$ cat src/rtl/core/assert_macros.svh
// assertion helpers used by the rtl sequencer unit
// each macro expects clk_i and rst_ni in scope
`ifndef ASSERT_MACROS_SVH
`define ASSERT_MACROS_SVH

// property must hold at every clock edge outside reset
`define EOS_ASSERT(lbl, prop, msg) \
  lbl: assert property (@(posedge clk_i) disable iff (!rst_ni) (prop)) else $error(msg);

// condition must never be seen outside reset
`define EOS_ASSERT_NEVER(lbl, cond, msg) \
  lbl: assert property (@(posedge clk_i) disable iff (!rst_ni) !(cond)) else $error(msg);

`endif

$ cat src/rtl/core/eos_ram.sv
// ----------------------------------------------------------------------------
// eos_ram
// Generic single-write, single-read RAM with registered read data.
// ----------------------------------------------------------------------------
`default_nettype none

module eos_ram #(
  parameter int unsigned Width = 32,
  parameter int unsigned Depth = 16,
  localparam int unsigned AddrW = (Depth > 1) ? $clog2(Depth) : 1
) (
  input  wire logic             clk_i,
  input  wire logic             we_i,
  input  wire logic [AddrW-1:0] waddr_i,
  input  wire logic [Width-1:0] wdata_i,
  input  wire logic [AddrW-1:0] raddr_i,
  output logic      [Width-1:0] rdata_o
);

  logic [Width-1:0] mem_q [Depth];

  always_ff @(posedge clk_i) begin
    if (we_i) begin
      mem_q[waddr_i] <= wdata_i;
    end
    rdata_o <= mem_q[raddr_i];
  end

endmodule

`default_nettype wire

$ cat config.mk
export PLATFORM = sky130hd
export DESIGN_NAME = eos_ram
export DESIGN_NICKNAME = d
export VERILOG_FILES = /design/src/rtl/core/assert_macros.svh /design/src/rtl/core/eos_ram.sv
export SDC_FILE = /design/constraint.sdc
export NUM_CORES = 1
export LEC_CHECK = 0
export BUFFER_PORTS_ARGS = -buffer_cell sky130_fd_sc_hd__buf_2
export CAP_MARGIN = 5
export CORE_MARGIN = 8
export CORE_UTILIZATION = 61
export DETAILED_ROUTE_END_ITERATION = 10
export GPL_TIMING_DRIVEN = 0
export PLACE_DENSITY_LB_ADDON = 0.08
export SETUP_SLACK_MARGIN = 0.15
export SYNTH_ARGS = -nofsm -noshare
export SYNTH_HDL_FRONTEND = slang
export SYNTH_SLANG_ARGS = --single-unit
$ cat constraint.sdc
create_clock -name clk_i -period 4.6 [get_ports clk_i]
set_input_delay 1.15 -clock clk_i [delete_from_list [all_inputs] [get_ports clk_i]]
set_output_delay 1.15 -clock clk_i [all_outputs]
set_load 0.01 [all_outputs]
-- After elaboration in Yosys (flattened, before gate mapping)
Memory sizes are Yosys's and may differ from the RTL's. A register that Yosys moved wholly into a read port is not among the register bits.
Cells that the tools add are included.
- mux-type cells: 2
- operators by type and width (kind ; count):
    $mux W1 ; 2
- register bits: 0
- RAM bits: 512
- input port bits: 42
- output and inout port bits: 32
- word-level logic and storage cells: 3
- memories kept: 1
- memories (name ; words ; width ; rd ports ; clocked after Yosys merged registers in ; wr ports ; line ; source):
    mem_q ; 16 ; 32 ; 1 ; 1 ; 1 ; eos_ram.sv:20 ; logic [Width-1:0] mem_q [Depth];

-- Longest topological paths before layout
- depth in word-level cells: 2
- depth in mapped cells: 5
- mapped depth without buffers: 3

-- Worst setup path after synthesis
Ideal clock, no wire load.
- kind: in2reg
- from: in waddr_i[2]
- to: mem mem_q[0][0] (enable)
- library setup time: 461 ps
- arrival: 3868 ps
- required time: 4139 ps
- setup slack: 270 ps
- stages: 2
- buffers on the path: 0
- cells stage by stage: or3b_2 > nor3_1
- RTL lines (what ; line ; source):
    start, declared ; eos_ram.sv:14 ; input wire logic [AddrW-1:0] waddr_i,
    end, declared ; eos_ram.sv:20 ;
No word-level cell before the write port.

-- Worst setup path in the final report
- from: in waddr_i[2]
- to: mem mem_q[0][3] (enable)
No word-level cell before the write port.

==> metrics.txt <==
status=finished clean; # diodes=0; clock sink count=around 540; clock slew at reported path FFs=0.06 ns; synth warn=0; Core ar.=around 0.032 mm^2; clk buf depth=3; Inserted Clock Buffers=52; Cells after Synth=between 800 and 900; layout net count=~1.0k; number of vias per cell=approximately 6.2; number of max-cap violations=0; Buf/Inv on CP=3; Initial Utilization=61.49%; Crit Path Class=in2reg; GRT Util Overall=between 20% and 30%; Fillers=~1.9k; final wirelength=approximately 42 mm; DRT iter0 DRCs=773; critical path, cell by cell=buf_2 -> or3b_2 -> nor3_2 -> buf_6 -> buf_8; crit-path max FO=10; Finished Layout Cells=between 1k and 1.5k; vias=about 9.1k; Final Cell Area=0.02296 mm^2; Top Ports=74; TritonRoute pass-1 iters=5; Post-Syn Area per Cell=23.69 um^2; Buffers on Ports=~70; slowest CP cell=nor3_2; Critical Path End Type=flop; Post-DRT Antenna Nets=0; Synth Cell Area=between 0.015 and 0.02 mm^2; actual slew at the worst max-slew pin=1.036 ns; global-route wire length before repair=slightly above 60 mm; Post-Syn Nets=a little under 900; initial antenna violation count=2; Critical Path RT=around 5 ns; # setup viols final=0; Cell variety after synth=18; wire per inst=roughly 28 um; unrepaired setup endpoints after global routing=no; Pleak=roughly 7.4 nW; crit path time final=roughly 2.9 ns; setup bufs post-CTS=0; share of cells above drive strength 1=32.17%; normalized max-slew margin=30.57%; Synth-to-Final Area Change=15.65%; RePlAce Congestion=about 0.73; CTS tree=yes; critical path arrival=around 3.2 ns; H-Tree Depth=2; number of global-route vias before repair=roughly 9.8k; Seq/Total Area, Yosys=between 80% and 90%; WHS=roughly 0.67 ns; PD cells=around 450 mW/mm^2; area leader, netlist=edfxtp_1; Die ar.=0.03858 mm^2; peak supply drop=about 0.36 mV; largest net degree at the start of global routing=25; global route overflow=0; worst-skew pair later-pin latency=0.57 ns; Critical Path Max Stage Delay=roughly 0.82 ns; Post-CTS Resized=0; clk_skew=around 0.013 ns; fin util=around 70%; Die Wd=~200 um; number of remaining DRC errors=0; Cell Rows=66; clock root buffer=clkbuf_16; post-synth top area share=between 70% and 80%; crit start category=input port; Power, Total=between 10 and 15 mW; fmax=~350 MHz; Slew Limit Fails=0; die height=approximately 200 um; placed insts=between 1k and 1.5k; largest cells by area after synthesis=edfxtp_1, mux4_2, dfxtp_1; Final period util=a little over three fifths; #FFs+latches synth=544; cts hold-fix bufs=0; Hold Fails Final Rpt=0; DP Area=approximately 0.021 mm^2; critical path's top delay family=simple AND/OR/NAND/NOR gates; Worst Hold Class=reg2reg; DP Wirelength=between 20 and 30 mm
[tightest hold or removal path, delay by kind of cell (launching register included)]
kind	cells	cell delay [ns]
muxes	1	0.22
AOI/OAI and AO/OA	1	0.06
DFF	1	0.31
and+or+nand+nor	1	0.05
[synth_stat cells]
| master | instances |
|---|---|
| nand3_1 | 1 |
| a22oi_1 | 64 |
| buf_2 | 4 |
| nor2_1 | 13 |
| buf_4 | 11 |
| nor2b_1 | 2 |
| mux4_2 | 128 |
| nor3_1 | 4 |
| nand2b_1 | 2 |
| nand3b_1 | 2 |
| dfxtp_1 | 32 |
| clkbuf_1 | 17 |
| buf_6 | 2 |
| edfxtp_1 | 512 |
| buf_1 | 9 |
| nand2_1 | 33 |
| or3b_2 | 1 |
| and2_1 | 1 |
[per-stage QoR]
| stage | setup TNS (ns) | setup slack, ns |
|---|---|---|
| global route | 0 | 1.660 |
| floorplan | 0 | 0.2704 |
| finish | 0 | 1.722 |
| global placement | -298.20 | -2.188 |
| detailed placement | 0 | 1.121 |
| CTS | 0 | 1.727 |
[final timing paths]
check / endpoint / depth (start not counted) / startpoint / slack, ns
max: mem_q[0][3] / 5 / waddr_i[2] / 1.72
min: rdata_o[25] / 3 / mem_q[12][25] / 0.67
max reg2reg: rdata_o[18] / 3 / mem_q[8][18] / 3.17
min reg2reg: rdata_o[25] / 3 / mem_q[12][25] / 0.67
[cell usage in the layout (no fill, tap or decap), types with 12 or more instances in the layout]
| cell type | count |
|---|---|
| mux4_2 | 128 |
| edfxtp_1 | 512 |
| nor2_4 | 12 |
| a22oi_1 | 64 |
| nand2_1 | 33 |
| buf_6 | 13 |
| clkbuf_1 | 31 |
| dfxtp_1 | 32 |
| clkbuf_16 | 53 |
| buf_2 | 75 |
[cell families (layout without fill, tap and decap cells)]
| kind of cell | after synthesis | count (layout) | share of synthesized area [%] |
|---|---|---|---|
| mux | 128 | 128 | 14.52 |
| flops | 544 | 544 | 80.67 |
| compound gates | 64 | 64 | 2.420 |
| simple gates | 59 | 59 | 1.273 |
| buf+inv | 43 | 234 | 1.122 |
[sequential cells by signal, indices dropped and copies added (netlist names)]
register and count:
rdata_o 32, mem_q 512
[layer usage]
| metal | routed length [um] | track usage, % |
|---|---|---|
| met1 | 16640 | 29.82 |
| met2 | 21040 | 36.21 |
| met3 | 2782 | 4.145 |
| met4 | 1185 | 7.720 |
| met5 | 23 | 0 |
[power breakdown]
group,internal (mW),leakage (nW),switching [mW]
Clock,2.46,0.828,1.71
Sequential,5.54,4.89,0.0293
Combinational,0.209,1.70,0.307
[final cells by class]
| class | instances | area, um^2 | share of cell area, % |
|---|---|---|---|
| sequential | 544 | 16020 | 69.75 |
| buffer | 43 | 222.7 | 0.9700 |
| multi-input combinational | 251 | 3726 | 16.23 |
| clock inverter | 21 | 197.7 | 0.8610 |
| timing repair buffer | 95 | 757.0 | 3.297 |
| tap | 442 | 553.0 | 2.409 |
| clock buffer | 75 | 1489 | 6.485 |
No activity file was read; power rests on OpenSTA's default activity.
