File: src/rtl/core/assert_macros.svh
// assertion helpers used by the rtl sequencer unit
// each macro expects clk_i and rst_ni in scope
`ifndef ASSERT_MACROS_SVH
`define ASSERT_MACROS_SVH

// property must hold at every clock edge outside reset
`define EOS_ASSERT(lbl, prop, msg) \
  lbl: assert property (@(posedge clk_i) disable iff (!rst_ni) (prop)) else $error(msg);

// condition must never be seen outside reset
`define EOS_ASSERT_NEVER(lbl, cond, msg) \
  lbl: assert property (@(posedge clk_i) disable iff (!rst_ni) !(cond)) else $error(msg);

`endif

File: src/rtl/core/eos_pkg.sv
// ----------------------------------------------------------------------------
// eos_pkg
// Shared widths and constants of the eased offset sequencer.
// ----------------------------------------------------------------------------
`default_nettype none

package eos_pkg;

  localparam int unsigned DataW    = 32;
  localparam int unsigned SlotW    = 4;
  localparam int unsigned CountW   = 5;
  localparam int unsigned AxisNum  = 5;
  localparam int unsigned MaxMoves = 16;
  localparam int unsigned FracW    = 16;

  // one move in the table: trigger, duration, then the five axis targets
  localparam int unsigned MoveW    = (AxisNum + 2) * DataW;

  localparam logic [FracW:0] OneQ16  = 17'h1_0000;
  localparam logic [FracW:0] HalfQ16 = 17'h0_8000;

  typedef logic [DataW-1:0] word_t;

endpackage

`default_nettype wire

File: src/rtl/core/eos_mul.sv
// ----------------------------------------------------------------------------
// eos_mul
// Shared 32 x 32 unsigned multiplier with registered product.
// ----------------------------------------------------------------------------
`default_nettype none

module eos_mul (
  input  wire logic                          clk_i,
  input  wire logic                          en_i,
  input  wire eos_pkg::word_t                a_i,
  input  wire eos_pkg::word_t                b_i,
  output logic [2*eos_pkg::DataW-1:0]        prod_o
);

  always_ff @(posedge clk_i) begin
    if (en_i) begin
      prod_o <= a_i * b_i;
    end
  end

endmodule

`default_nettype wire

File: config.mk
export PLATFORM = sky130hd
export DESIGN_NAME = eos_mul
export DESIGN_NICKNAME = d
export VERILOG_FILES = /design/src/rtl/core/assert_macros.svh /design/src/rtl/core/eos_pkg.sv /design/src/rtl/core/eos_mul.sv
export SDC_FILE = /design/constraint.sdc
export NUM_CORES = 2
export LEC_CHECK = 0
export ABC_AREA = 1
export BUFFER_PORTS_ARGS = -buffer_cell sky130_fd_sc_hd__buf_4
export CAP_MARGIN = 10
export CORE_AREA = 10 10 287 289
export CTS_BUF_LIST = sky130_fd_sc_hd__clkbuf_8 sky130_fd_sc_hd__clkbuf_16
export DETAILED_ROUTE_END_ITERATION = 6
export DIE_AREA = 0 0 297 299
export PLACE_DENSITY = 0.71
export SYNTH_ARGS = -nofsm -noshare
export SYNTH_HDL_FRONTEND = slang
export SYNTH_SLANG_ARGS = --single-unit
File: constraint.sdc
create_clock -name clk_i -period 8.5 [get_ports clk_i]
set_clock_uncertainty 0.2 [all_clocks]
set_input_delay 0.425 -clock clk_i [delete_from_list [all_inputs] [get_ports clk_i]]
set_output_delay 0.425 -clock clk_i [all_outputs]
set_load 0.01 [all_outputs]
# After elaboration in Yosys (flattened, before gate mapping)
# Cells that the tools add are included.
dict set report word_totals {
  regBits 64
  in_bits 66
  output_inout_bits 64
  wordCells 2
}
dict set report classes {
  multipliers 1
}
# cell count
set ops {}
lappend ops {{32-bit by 32-bit multiplier with 64-bit output} 1}

# Longest topological paths before layout
dict set report logic_depth {
  ltp_word 1
  depth_mapped 30
  depth_no_buf 29
}

# Worst setup path before layout
# Ideal clock, no wire load.
dict set report synth_timing {
  path_type {input-to-reg}
  start {input port a_i[25]}
  end {register prod_o[60] in the netlist's numbering, data pin}
  setup_ns 0.252
  arrival_time_ns 6.127
  required_ns 8.048
  slack_ns 1.920
  stages 26
  n_path_buf 1
  path_cell_list {clkbuf_1 nand2_1 fa_1 inv_1 fa_1 inv_1 fa_1 inv_1 fa_1 fa_1 fa_1 fa_1 inv_1 fa_1 inv_1 ha_1 nand2_1 nand2_1 a21oi_1 nand2_1 nand2_1 nand2_1 a21oi_1 nand2_1 nand2_1 nand2_1}
}
dict set report synth_via {
  elab_chain_cells 1
}
# item line_no
set synth_rtl {}
lappend synth_rtl {{start, declared} eos_mul.sv:10} ;# input wire eos_pkg::word_t a_i,
lappend synth_rtl {{32-bit by 32-bit multiplier with 64-bit output} eos_mul.sv:17} ;# prod_o <= a_i * b_i;
lappend synth_rtl {{end signal, assigned} eos_mul.sv:17}
lappend synth_rtl {{end, declared} eos_mul.sv:12} ;# output logic [2*eos_pkg::DataW-1:0] prod_o
# No other way between the ends.
# A chain may end at the register's enable or synchronous reset.

# Worst setup path in the final report
# Same ends and word-level chain as after synthesis.

==> key figures <==
Timing
  • Final worst slack: ~1400 ps
  • Worst-Margin Slew: 912 ps
  • Slew margin rel.: 0.392
  • Final period utilization: 0.833
  • Final setup vio count: 0
  • RSZ-0062 raised after global routing: no
  • Maximum clock rate: approximately 140 MHz
  • Setup TNS: 0 ps
  • Fin crit period: 7080 ps
  • Max Transition Viols Final: 0
  • Final hold vios: 0

GRT
  • Grt ovf: 0
  • Number of global-route vias before repair: 31,700
  • Pin count of the biggest net entering global routing: 65
  • Global-route wire length before repair: around 170 mm
  • Global-route usage over all layers: 0.234
  • Antenna violations before repair: 0

Finish
  • # diodes: 0
  • Share of layout cells above drive strength 1: 0.0420
  • Syn-to-layout area delta: 4.91%
  • Largest register FFs: 64
  • Largest Register: prod_o
  • NumNets Final: slightly above 6,000
  • Final cell count without fillers: around 6,000
  • Regs by FF count: prod_o x64
  • Filler instances: 7,304

Clock network
  • CTS tree: built
  • Cts hold-fix bufs: 0
  • Cts bufs inserted: 9
  • Reg clk slew, reported paths: 70 ps
  • CTS Root Cell: clkbuf_16
  • Max clock buf depth: 2
  • Resized cells post-CTS: 0
  • # clock sinks: 64
  • Htree depth: 3
  • Setup Buffers After CTS: 0

Yosys
  • Mux cell area share after synthesis: 0
  • Synth top area share: 0.472
  • Sequential-to-total area share from yosys stat: 0.0505
  • Top cell type by total area after synthesis: fa_1
  • Compound-gate portion of the synthesized area: 0.00839
  • Number of synthesized flops with an enable pin: 64
  • Mapped Cells: 5,023
  • Syn Nets: 6,248
  • Ranking of synthesized cells by area: fa_1 (47%), inv_1 (17%), nand2_1 (15%)
  • Post-synthesis adder-cell area fraction: 0.558
  • Count leader, synth: inv_1
  • Async set or reset register ratio after synthesis: 0
  • Netlist cell types: 23
  • Yosys warns: 0
  • Netlist Area Pre-Place: 38,000 um2
  • Synth Area in Simple Gates: 0.185
  • Post-synth top flop: edfxtp_1
  • Syn_area_per_cell: 7.57 um2
  • Synth Register Bits: 64
  • Most instantiated cells after synthesis: inv_1 (1,723), nand2_1 (1,566), fa_1 (896), ha_1 (263), clkbuf_1 (192)
  • Synth Area in XOR/XNOR: 0.00806
  • Largest family of logic cells by synthesized area: adder cells

Floorplan
  • Die height: 299 um
  • Io pins: 130
  • Die area: 88,800 um2
  • Initial core utilization: 0.496
  • Core area: 76,700 um2
  • Num rows: 102
  • Die extent in x: 297 um

Detailed routing
  • DR vias/cell: 4.92
  • Initial DRC Count: 2,091
  • WL final: between 100 and 150 mm
  • Drt first pass iters: 6
  • Via count: 29,600
  • DR WL/cell: 16.8 um
  • Antenna-violating nets left: 0
  • DRC errors left: 0

Job
  • Number of max-cap violations: 0

Placement
  • RD Place Congestion: slightly below 1
  • Buffers on Ports: 129
  • Dpl ws: 1090 ps
  • Cells after DPL: 6,000
  • Dpl hpwl: between 80 and 90 mm

Outcome
  • Status: finished, final reports clean

Hold path
  • Worst Hold Class: in2reg
  • Worst hold stages: 3

Worst setup path
  • Crit path DAT: 6980 ps
  • Startpoint types: input pin
  • Largest fanout on the critical path: 32
  • Crit. End Element: flop
  • WP data required: roughly 8400 ps
  • Crit Path Category: in2reg
-- final timing paths --
check,from,endpoint,slack [ps]
setup / recovery,a_i[25],prod_o[60]$_DFFE_PP_,1420
hold / removal,b_i[0],prod_o[0]$_DFFE_PP_,450
-- critical path, cell delays in order --
cell and delay, ps:
buf_4 390, nand2_1 150, fa_1 550, inv_1 50
fa_1 540, inv_1 60, fa_1 530, inv_1 50
fa_1 490, fa_1 610, fa_1 440, fa_1 520
inv_1 50, fa_1 470, inv_1 40, ha_1 380
nand2_1 90, nand2_1 120, a21oi_1 290, nand2_1 180
nand2_1 90, nand2_1 80, a21oi_1 180, nand2_1 70
nand2_1 60, nand2_1 50
-- final cells by class --
| type | count | area, um2 | area share |
|---|---|---|---|
| Sequential cell | 64 | 1920 | 0.0482 |
| Inverter | 1735 | 6510 | 0.163 |
| Clock inverter | 7 | 95.1 | 0.00238 |
| Multi-Input combinational cell | 3032 | 28900 | 0.724 |
| Timing Repair Buffer | 129 | 968 | 0.0243 |
| Tap cell | 1040 | 1300 | 0.0326 |
| Clock buffer | 9 | 225 | 0.00564 |
-- placed cells by master, fill, tap and decap left out, drive strengths merged --
cell type | netlist | routed
bufinv | 0 | 2
ha | 263 | 263
xor2 | 33 | 33
xnor2 | 2 | 2
inv | 1735 | 1736
o21ai | 2 | 2
a21oi | 43 | 43
o21bai | 12 | 12
nand3 | 65 | 65
edfxtp | 64 | 64
clkinv | 0 | 3
nor2 | 101 | 101
clkinvlp | 0 | 1
nand4 | 16 | 16
nor3 | 18 | 18
clkbuf | 192 | 9
nand2 | 1581 | 1581
fa | 896 | 896
buf | 0 | 129
-- layer usage --
metal	global-route usage	wire (um)	vias to the layer above
met5	0	0	-
met4	0.0599	2630	0
met3	0.0239	6740	184
met2	0.416	51100	1095
met1	0.303	40800	14700
li1	-	-	13600
-- metrics by stage --
step | cell area (um2) | utilization | hold WS, ps
finish | 39900 | 0.520 | 454
floorplan | 38000 | - | 337
detailed placement | 39600 | 0.516 | 637
global placement | 39600 | 0.516 | 637
global route | 39900 | 0.520 | 465
CTS | 39900 | 0.520 | 441
-- kinds of logic (layout without fill, tap and decap cells) --
family          count (synthesis)  count (layout)
simple gates                 1781            1781
buf+inv                      1927            1880
compound gates                 57              57
fa+ha+maj                    1159            1159
flops                          64              64
xor+xnor                       35              35
Power is not shown: default switching activity piles up to over one toggle a cycle in this logic, so the estimate is an artifact.
