**config.mk**
```make
export PLATFORM = sky130hd
export DESIGN_NAME = eos_div
export DESIGN_NICKNAME = d
export VERILOG_FILES = /design/src/rtl/core/assert_macros.svh /design/src/rtl/core/eos_pkg.sv /design/src/rtl/core/eos_div.sv
export SDC_FILE = /design/constraint.sdc
export NUM_CORES = 1
export LEC_CHECK = 0
export ABC_AREA = 1
export BUFFER_PORTS_ARGS = -buffer_cell sky130_fd_sc_hd__buf_2
export CAP_MARGIN = 5
export CORE_ASPECT_RATIO = 1.4
export CORE_MARGIN = 2
export CORE_UTILIZATION = 29
export CTS_CLUSTER_SIZE = 10
export DETAILED_ROUTE_END_ITERATION = 6
export PLACE_DENSITY_LB_ADDON = 0.25
export SLEW_MARGIN = 20
export SYNTH_ARGS = -nofsm -noshare
export SYNTH_HDL_FRONTEND = slang
export SYNTH_SLANG_ARGS = --single-unit
```
**constraint.sdc**
```tcl
create_clock -name clk_i -period 2.8 [get_ports clk_i]
set_input_delay 0 -clock clk_i [delete_from_list [all_inputs] [get_ports clk_i]]
set_output_delay 0 -clock clk_i [all_outputs]
set_load 0.05 [all_outputs]
```
**src/rtl/core/assert_macros.svh**
```systemverilog
// assertion helpers used by the rtl sequencer unit
// each macro expects clk_i and rst_ni in scope
`ifndef ASSERT_MACROS_SVH
`define ASSERT_MACROS_SVH

// property must hold at every clock edge outside reset
`define EOS_ASSERT(lbl, prop, msg) \
  lbl: assert property (@(posedge clk_i) disable iff (!rst_ni) (prop)) else $error(msg);

// condition must never be seen outside reset
`define EOS_ASSERT_NEVER(lbl, cond, msg) \
  lbl: assert property (@(posedge clk_i) disable iff (!rst_ni) !(cond)) else $error(msg);

`endif

```
**src/rtl/core/eos_pkg.sv**
```systemverilog
// ----------------------------------------------------------------------------
// eos_pkg
// Shared widths and constants of the eased offset sequencer.
// ----------------------------------------------------------------------------
`default_nettype none

package eos_pkg;

  localparam int unsigned DataW    = 32;
  localparam int unsigned SlotW    = 4;
  localparam int unsigned CountW   = 5;
  localparam int unsigned AxisNum  = 5;
  localparam int unsigned MaxMoves = 16;
  localparam int unsigned FracW    = 16;

  // one move in the table: trigger, duration, then the five axis targets
  localparam int unsigned MoveW    = (AxisNum + 2) * DataW;

  localparam logic [FracW:0] OneQ16  = 17'h1_0000;
  localparam logic [FracW:0] HalfQ16 = 17'h0_8000;

  typedef logic [DataW-1:0] word_t;

endpackage

`default_nettype wire

```
**src/rtl/core/eos_div.sv**
```systemverilog
// ----------------------------------------------------------------------------
// eos_div
// Restoring divider, one quotient bit a cycle. Dividend must be below divisor,
// quotient is floor(dividend * 2^16 / divisor).
// ----------------------------------------------------------------------------
`default_nettype none

module eos_div (
  input  wire logic                       clk_i,
  input  wire logic                       rst_ni,
  input  wire logic                       start_i,
  input  wire eos_pkg::word_t             dividend_i,
  input  wire eos_pkg::word_t             divisor_i,
  output logic                            done_o,
  output logic [eos_pkg::FracW-1:0]       quot_o
);

  localparam int unsigned CntW = $clog2(eos_pkg::FracW + 1);

  logic [eos_pkg::DataW-1:0] rem_q;
  logic [eos_pkg::DataW-1:0] dsr_q;
  logic [CntW-1:0]           cnt_q;
  logic                      busy_q;
  logic                      done_q;
  logic [eos_pkg::FracW-1:0] quot_q;
  logic [eos_pkg::DataW:0]   shifted;
  logic                      fits;

  assign shifted = {rem_q, 1'b0};
  assign fits    = shifted >= {1'b0, dsr_q};

  always_ff @(posedge clk_i or negedge rst_ni) begin
    if (!rst_ni) begin
      busy_q <= 1'b0;
      done_q <= 1'b0;
      cnt_q  <= '0;
    end else begin
      done_q <= 1'b0;
      if (start_i) begin
        busy_q <= 1'b1;
        cnt_q  <= CntW'(eos_pkg::FracW);
      end else if (busy_q) begin
        cnt_q <= cnt_q - 1'b1;
        if (cnt_q == CntW'(1)) begin
          busy_q <= 1'b0;
          done_q <= 1'b1;
        end
      end
    end
  end

  always_ff @(posedge clk_i) begin
    if (start_i) begin
      rem_q  <= dividend_i;
      dsr_q  <= divisor_i;
      quot_q <= '0;
    end else if (busy_q) begin
      // remainder stays below the divisor, so it fits in one word
      rem_q  <= fits ? eos_pkg::DataW'(shifted - {1'b0, dsr_q})
                     : shifted[eos_pkg::DataW-1:0];
      quot_q <= {quot_q[eos_pkg::FracW-2:0], fits};
    end
  end

  assign done_o = done_q;
  assign quot_o = quot_q;

endmodule

`default_nettype wire

```
# After elaboration in Yosys (flattened, before gate mapping)
# Index checks and enable logic that the tools add are counted.
# word_totals
inputBits	67
reg_bits	87
# op_classes
eq_ne	1
n_reduce_logical	1
mux	11
order_cmp	1
addsub	2
# op_table
operator	count
$mux 32	3
$ge 33x32->1	1
$sub 32x32->32	1
$mux 5	2
$mux 1	6
$eq 5x1->1 const B	1
$sub 5x1->5 const B	1
$reduce_bool 2->1	1

# Longest topological paths before layout
# logic_depth
ltp_word	4
mapped_depth	17
ltp_nobuf	16

# Worst setup path after synthesis
# Ideal clock, no wire load.
# synth_timing
kind	register to register
startpoint	reg busy_q
endpoint	reg rem_q[0] (netlist bit), enable pin
arrival_time_ns	1.681
n_path_buf	1
period_less_slack_ns	2.090
required_time_ns	2.391
path_stages_with_launch	4
setup_slack_ns	0.710
path_cell_list	dfrtp_1 > nor2_1 > clkinv_1 > clkbuf_1
# synth_via
elab_chain_len	1
# synth_lines
element	line_no	text
start, declared	eos_div.sv:23	logic busy_q;
start signal, assigned	eos_div.sv:34	busy_q <= 1'b0;
start signal, assigned	eos_div.sv:40	busy_q <= 1'b1;
start signal, assigned	eos_div.sv:45	busy_q <= 1'b0;
$reduce_bool 2->1 (no source line)	-	
end signal, assigned	eos_div.sv:54	rem_q <= dividend_i;
end signal, assigned	eos_div.sv:59	rem_q <= fits ? eos_pkg::DataW'(shifted - {1'b0, dsr_q})
end, declared	eos_div.sv:20	logic [eos_pkg::DataW-1:0] rem_q;
# No other way between the ends.
# A chain may end at the register's enable or synchronous reset.

# Final worst setup path
# layout_timing
startpoint	reg rem_q[2] (netlist bit)
endpoint	reg rem_q[9] (netlist bit) (data pin)
# layout_via
elab_chain_len	4
# layout_lines
element	line_no	text
$sub 32x32->32 or $ge 33x32->1 (tied branches)	eos_div.sv:59, eos_div.sv:30	
$mux 32 *	eos_div.sv:59	
$mux 32 *	eos_div.sv:57	end else if (busy_q) begin
$mux 32 *	eos_div.sv:53	if (start_i) begin
# Every way passes the cells marked *; elsewhere a longest branch is shown, timed or not. The select of a mux whose other input is x is not followed.

==> flow_summary_export.csv <==
group,metric,value,unit
timing,fmax,391.8,MHz
critical_path,slowest_delay,410,ps
critical_path,reg2reg_slack,250,ps
critical_path,worstPathArrival,2660,ps
clock_network,hold_buffers,67,
timing,fin_crit,2552,ps
critical_path,endpoint,"rem_q[9]$_DFFE_PP_",
critical_path,reg2reg_to,"rem_q[9]$_DFFE_PP_",
final_layout,drive_gt1_share,13.30,%
grt,grt_pass1_vias,6362,
yosys,synth_nets,1005,
timing,fin_tns_setup,0,ps
route,dr_wl_met2,9256,um
run,max_cap_violations,0,
yosys,synth.distinct_cells,37,
route,dr.max_layer_used,"met4",
clock_network,cts_buffers,9,
run_status,status,"completed",
clock_network,root_buffer,"clkbuf_16",
yosys,post_synth_fa_ha_maj_area_fraction,6.985,%
worst_hold_path,min_path_cells,2,
critical_path,crit_fanout,12,
yosys,synth_area_per_cell,7.062,um^2
placement,routabilityCongestion,0.9311,
timing,setup_ws,247.8,ps
critical_path,crit_path_frequent_cell,"nand2_1",
placement,place_ws,249.4,ps
floorplanning,die_area,23210,um^2
yosys,netlist_area,6377,um^2
route,first_pass_iters,4,
clock_network,cts.htree.levels,3,
yosys,synthMuxAreaShare,0,%
floorplanning,die_x,129.3,um
placement,dpl.cell_count,1274,
route,met1_length,7453,um
clock_network,cts_resized,0,
grt,antenna_found_initial,0,
yosys,async_flop_share,8.046,%
clock_network,cts_setup_buffers,0,
yosys,synth_edf_count,64,
clock_network,clk_pin_slew_worst_paths,70,ps
critical_path,worst_r2r_path_depth,14,
floorplanning,rows,64,
yosys,synth_warnings,0,
yosys,synth-xor-area-share,1.923,%
yosys,synthFlopType,"edfxtp_1",
critical_path,cp-start-kind,"flip-flop",
timing,setup_viol,0,
clock_network,cts_sinks,87,
floorplanning,ios,84,
floorplanning,initial_utilization,29.39,%
worst_hold_path,worstHoldPathType,"in -> reg",
grt,grt_max_degree,36,
worst_hold_path,hold_path.startpoint,"start_i",
route,drc,0,
clock_network,clk-insertion-delay-late,360,ps
timing,slew_headroom,63.39,%
route,routedWlPerCell,13.10,um
final_layout,area_growth,26.53,%
clock_network,clk_path_buf_depth,2,
yosys,synth_top_family_by_area,"simple AND/OR/NAND/NOR gates",
floorplanning,core_area,21700,um^2
critical_path,reg2reg_from,"rem_q[2]$_DFFE_PP_",
power,irDropWorstVdd,0.0004051,V
timing,final_hold_viol_count,0,
power,powerDensity,918.8,nW/um^2
grt,gr-usage-all-layers,16.38,%
yosys,synth-compound-area-share,4.356,%
critical_path,critPathCaptureType,"flip-flop",
route,routed_wirelength,17780,um
final_layout,antenna_cells,0,
route,ant_nets,0,
final_layout,fin_util,37.18,%
critical_path,slowest_stage,"ha_1",
yosys,ys_ff_latch,87,
timing,fin_skew,10.99,ps
critical_path,required,2910,ps
yosys,synth-simple-area-share,36.02,%
route,routed-wl-met3,495,um
critical_path,crit_type,"reg -> reg",
timing,period_share,91.15,%
grt,grt-ovfl-total,0,
clock_network,cts_tree,"yes",
route,vias_per_cell,4.287,
grt,grt_pass1_wl,30260,um
critical_path,path_cells,"ha_1, nand2_2, inv_1, nand2_1, nand2_1, nand2_1, nand3_2, nand2_2, nand2_2, nand2_4, buf_4, nand3b_1, nand3_1, nand2_1",
timing,rsz0062_at_grt,"false",
route,num_vias,5817,
floorplanning,die_y,179.5,um
power,cellLeakagePower,4.204,nW
critical_path,critPathLaunch,"rem_q[2]$_DFFE_PP_",
route,drt-initial-drc-count,196,
placement,port_buffers,83,
final_layout,final_cell_count_no_fill,1357,
yosys,ys_seq_area_share,37.90,%
yosys,netlist_instances,903,
placement,dp_hpwl,14020,um
final_layout,nets,1157,
timing,maxSlewViolCount,0,
timing,timing_worst_slew_pin_value,547.9,ps
==> stage by stage <==
stage / hold slack (ps) / area [um^2] / total power [mW]
after floorplan: -295.6 / 6377 / 5.220
after global placement: -151.4 / 7117 / 6.216
after detailed placement: -153.8 / 7117 / 6.218
after CTS: 234.2 / 8069 / 7.513
after global routing: 253.9 / 8069 / 8.179
final: 225.7 / 8069 / 7.414
==> critical path: cells and delay by family, from the launching register on <==
kind,cells,cell delay (ps)
fa+ha+maj,1,410
flops,1,390
simple gates,11,1200
buf+inv,2,290
==> cells in the mapped netlist (2+ instances only) <==
cell        n  area (um^2)
nand4_1     9        56.30
o21a_1      2        15.01
edfxtp_1   64         1922
dfrtp_1     7        175.2
a21oi_2     2        17.52
inv_2       5        18.77
clkinv_1    4        15.01
nand2_1   337         1265
buf_6       5        56.30
o22ai_1    15        93.84
and2_1      5        31.28
clkbuf_1    5        18.77
nand2_2     6        37.54
o21ai_0     6        30.03
buf_2       8        40.04
nor2_1     46        172.7
nand3_1    64        320.3
inv_1     178        668.1
nand3_2    11        110.1
nor3_1      2        10.01
a21oi_1    17        85.08
dfxtp_1    16        320.3
nor4_1      2        12.51
o21bai_1    2        15.01
xnor2_1    13        113.9
nand3b_1   25        187.7
ha_1       34        425.4
nor2_2      4        25.02
==> kinds of logic (layout without fill, tap and decap cells) <==
family,Yosys count,count (layout)
buffers and inverters,205,362
adder cells (fa/ha/maj),35,35
XOR/XNOR,14,14
flip-flops,87,87
AO/OA/AOI/OAI,46,46
AND/OR/NAND/NOR,516,516
==> worst min-delay path by stage <==
stage	slack (ps)	to
4_1_cts	230	dsr_q[8]$_DFFE_PP_
2_1_floorplan	-300	busy_q$_DFF_PN0_
3_3_place_gp	-150	done_o$_DFF_PN0_
6_report	230	dsr_q[10]$_DFFE_PP_
5_1_grt	250	dsr_q[10]$_DFFE_PP_
3_5_place_dp	-150	done_o$_DFF_PN0_
==> state kept, by name (all words and copies together), names as in the netlist <==
register,count
dsr_q,32
rem_q,32
quot_o,16
cnt_q,5
busy_q,1
done_o,1
==> placed cells by master, fill, tap and decap left out, types with 2 or more instances in the layout <==
master         Yosys  layout
nor2_1            46      46
nand3_2           11      11
edfxtp_1          64      64
xnor2_1           13      13
nand3_1           64      64
inv_6              0       2
a21oi_2            2       2
nand2_2            6       6
o21bai_1           2       2
o21ai_0            6       6
buf_4              0       9
nor4_1             2       2
nor3_1             2       2
o22ai_1           15      15
dfxtp_1           16      16
inv_2              5       5
a21oi_1           17      17
nor2_2             4       4
dfrtp_1            7       7
buf_2              8      83
ha_1              34      34
nand3b_1          25      25
clkinv_1           4       4
dlygate4sd3_1      0      67
and2_1             5       5
inv_1            178     178
inv_4              0       2
nand4_1            9       9
clkbuf_16          0       9
nand2_1          337     337
o21a_1             2       2
==> power breakdown <==
group / internal [mW] / leakage, nW / switching [mW]
combinational: 1.57 / 3.19 / 2.75
clock: 0.635 / 0.141 / 0.543
sequential: 1.76 / 0.871 / 0.153
total: 3.97 / 4.20 / 3.45
==> layout make-up <==
type	instances	area (um^2)
clock buffer	11	242.7
clock inverter	5	38.79
fill	2393	13630
inverter	187	701.9
multi-input combinational	611	3143
sequential	87	2417
tap	297	371.6
timing repair buffer	159	1154
==> metal layers <==
layer / vias up / global-route usage, %
li1: 3117 / -
met1: 2592 / 18.01
met2: 82 / 30.72
met3: 26 / 2.292
met4: 0 / 6.826
met5: - / 0
No activity file was read; power rests on OpenSTA's default activity.
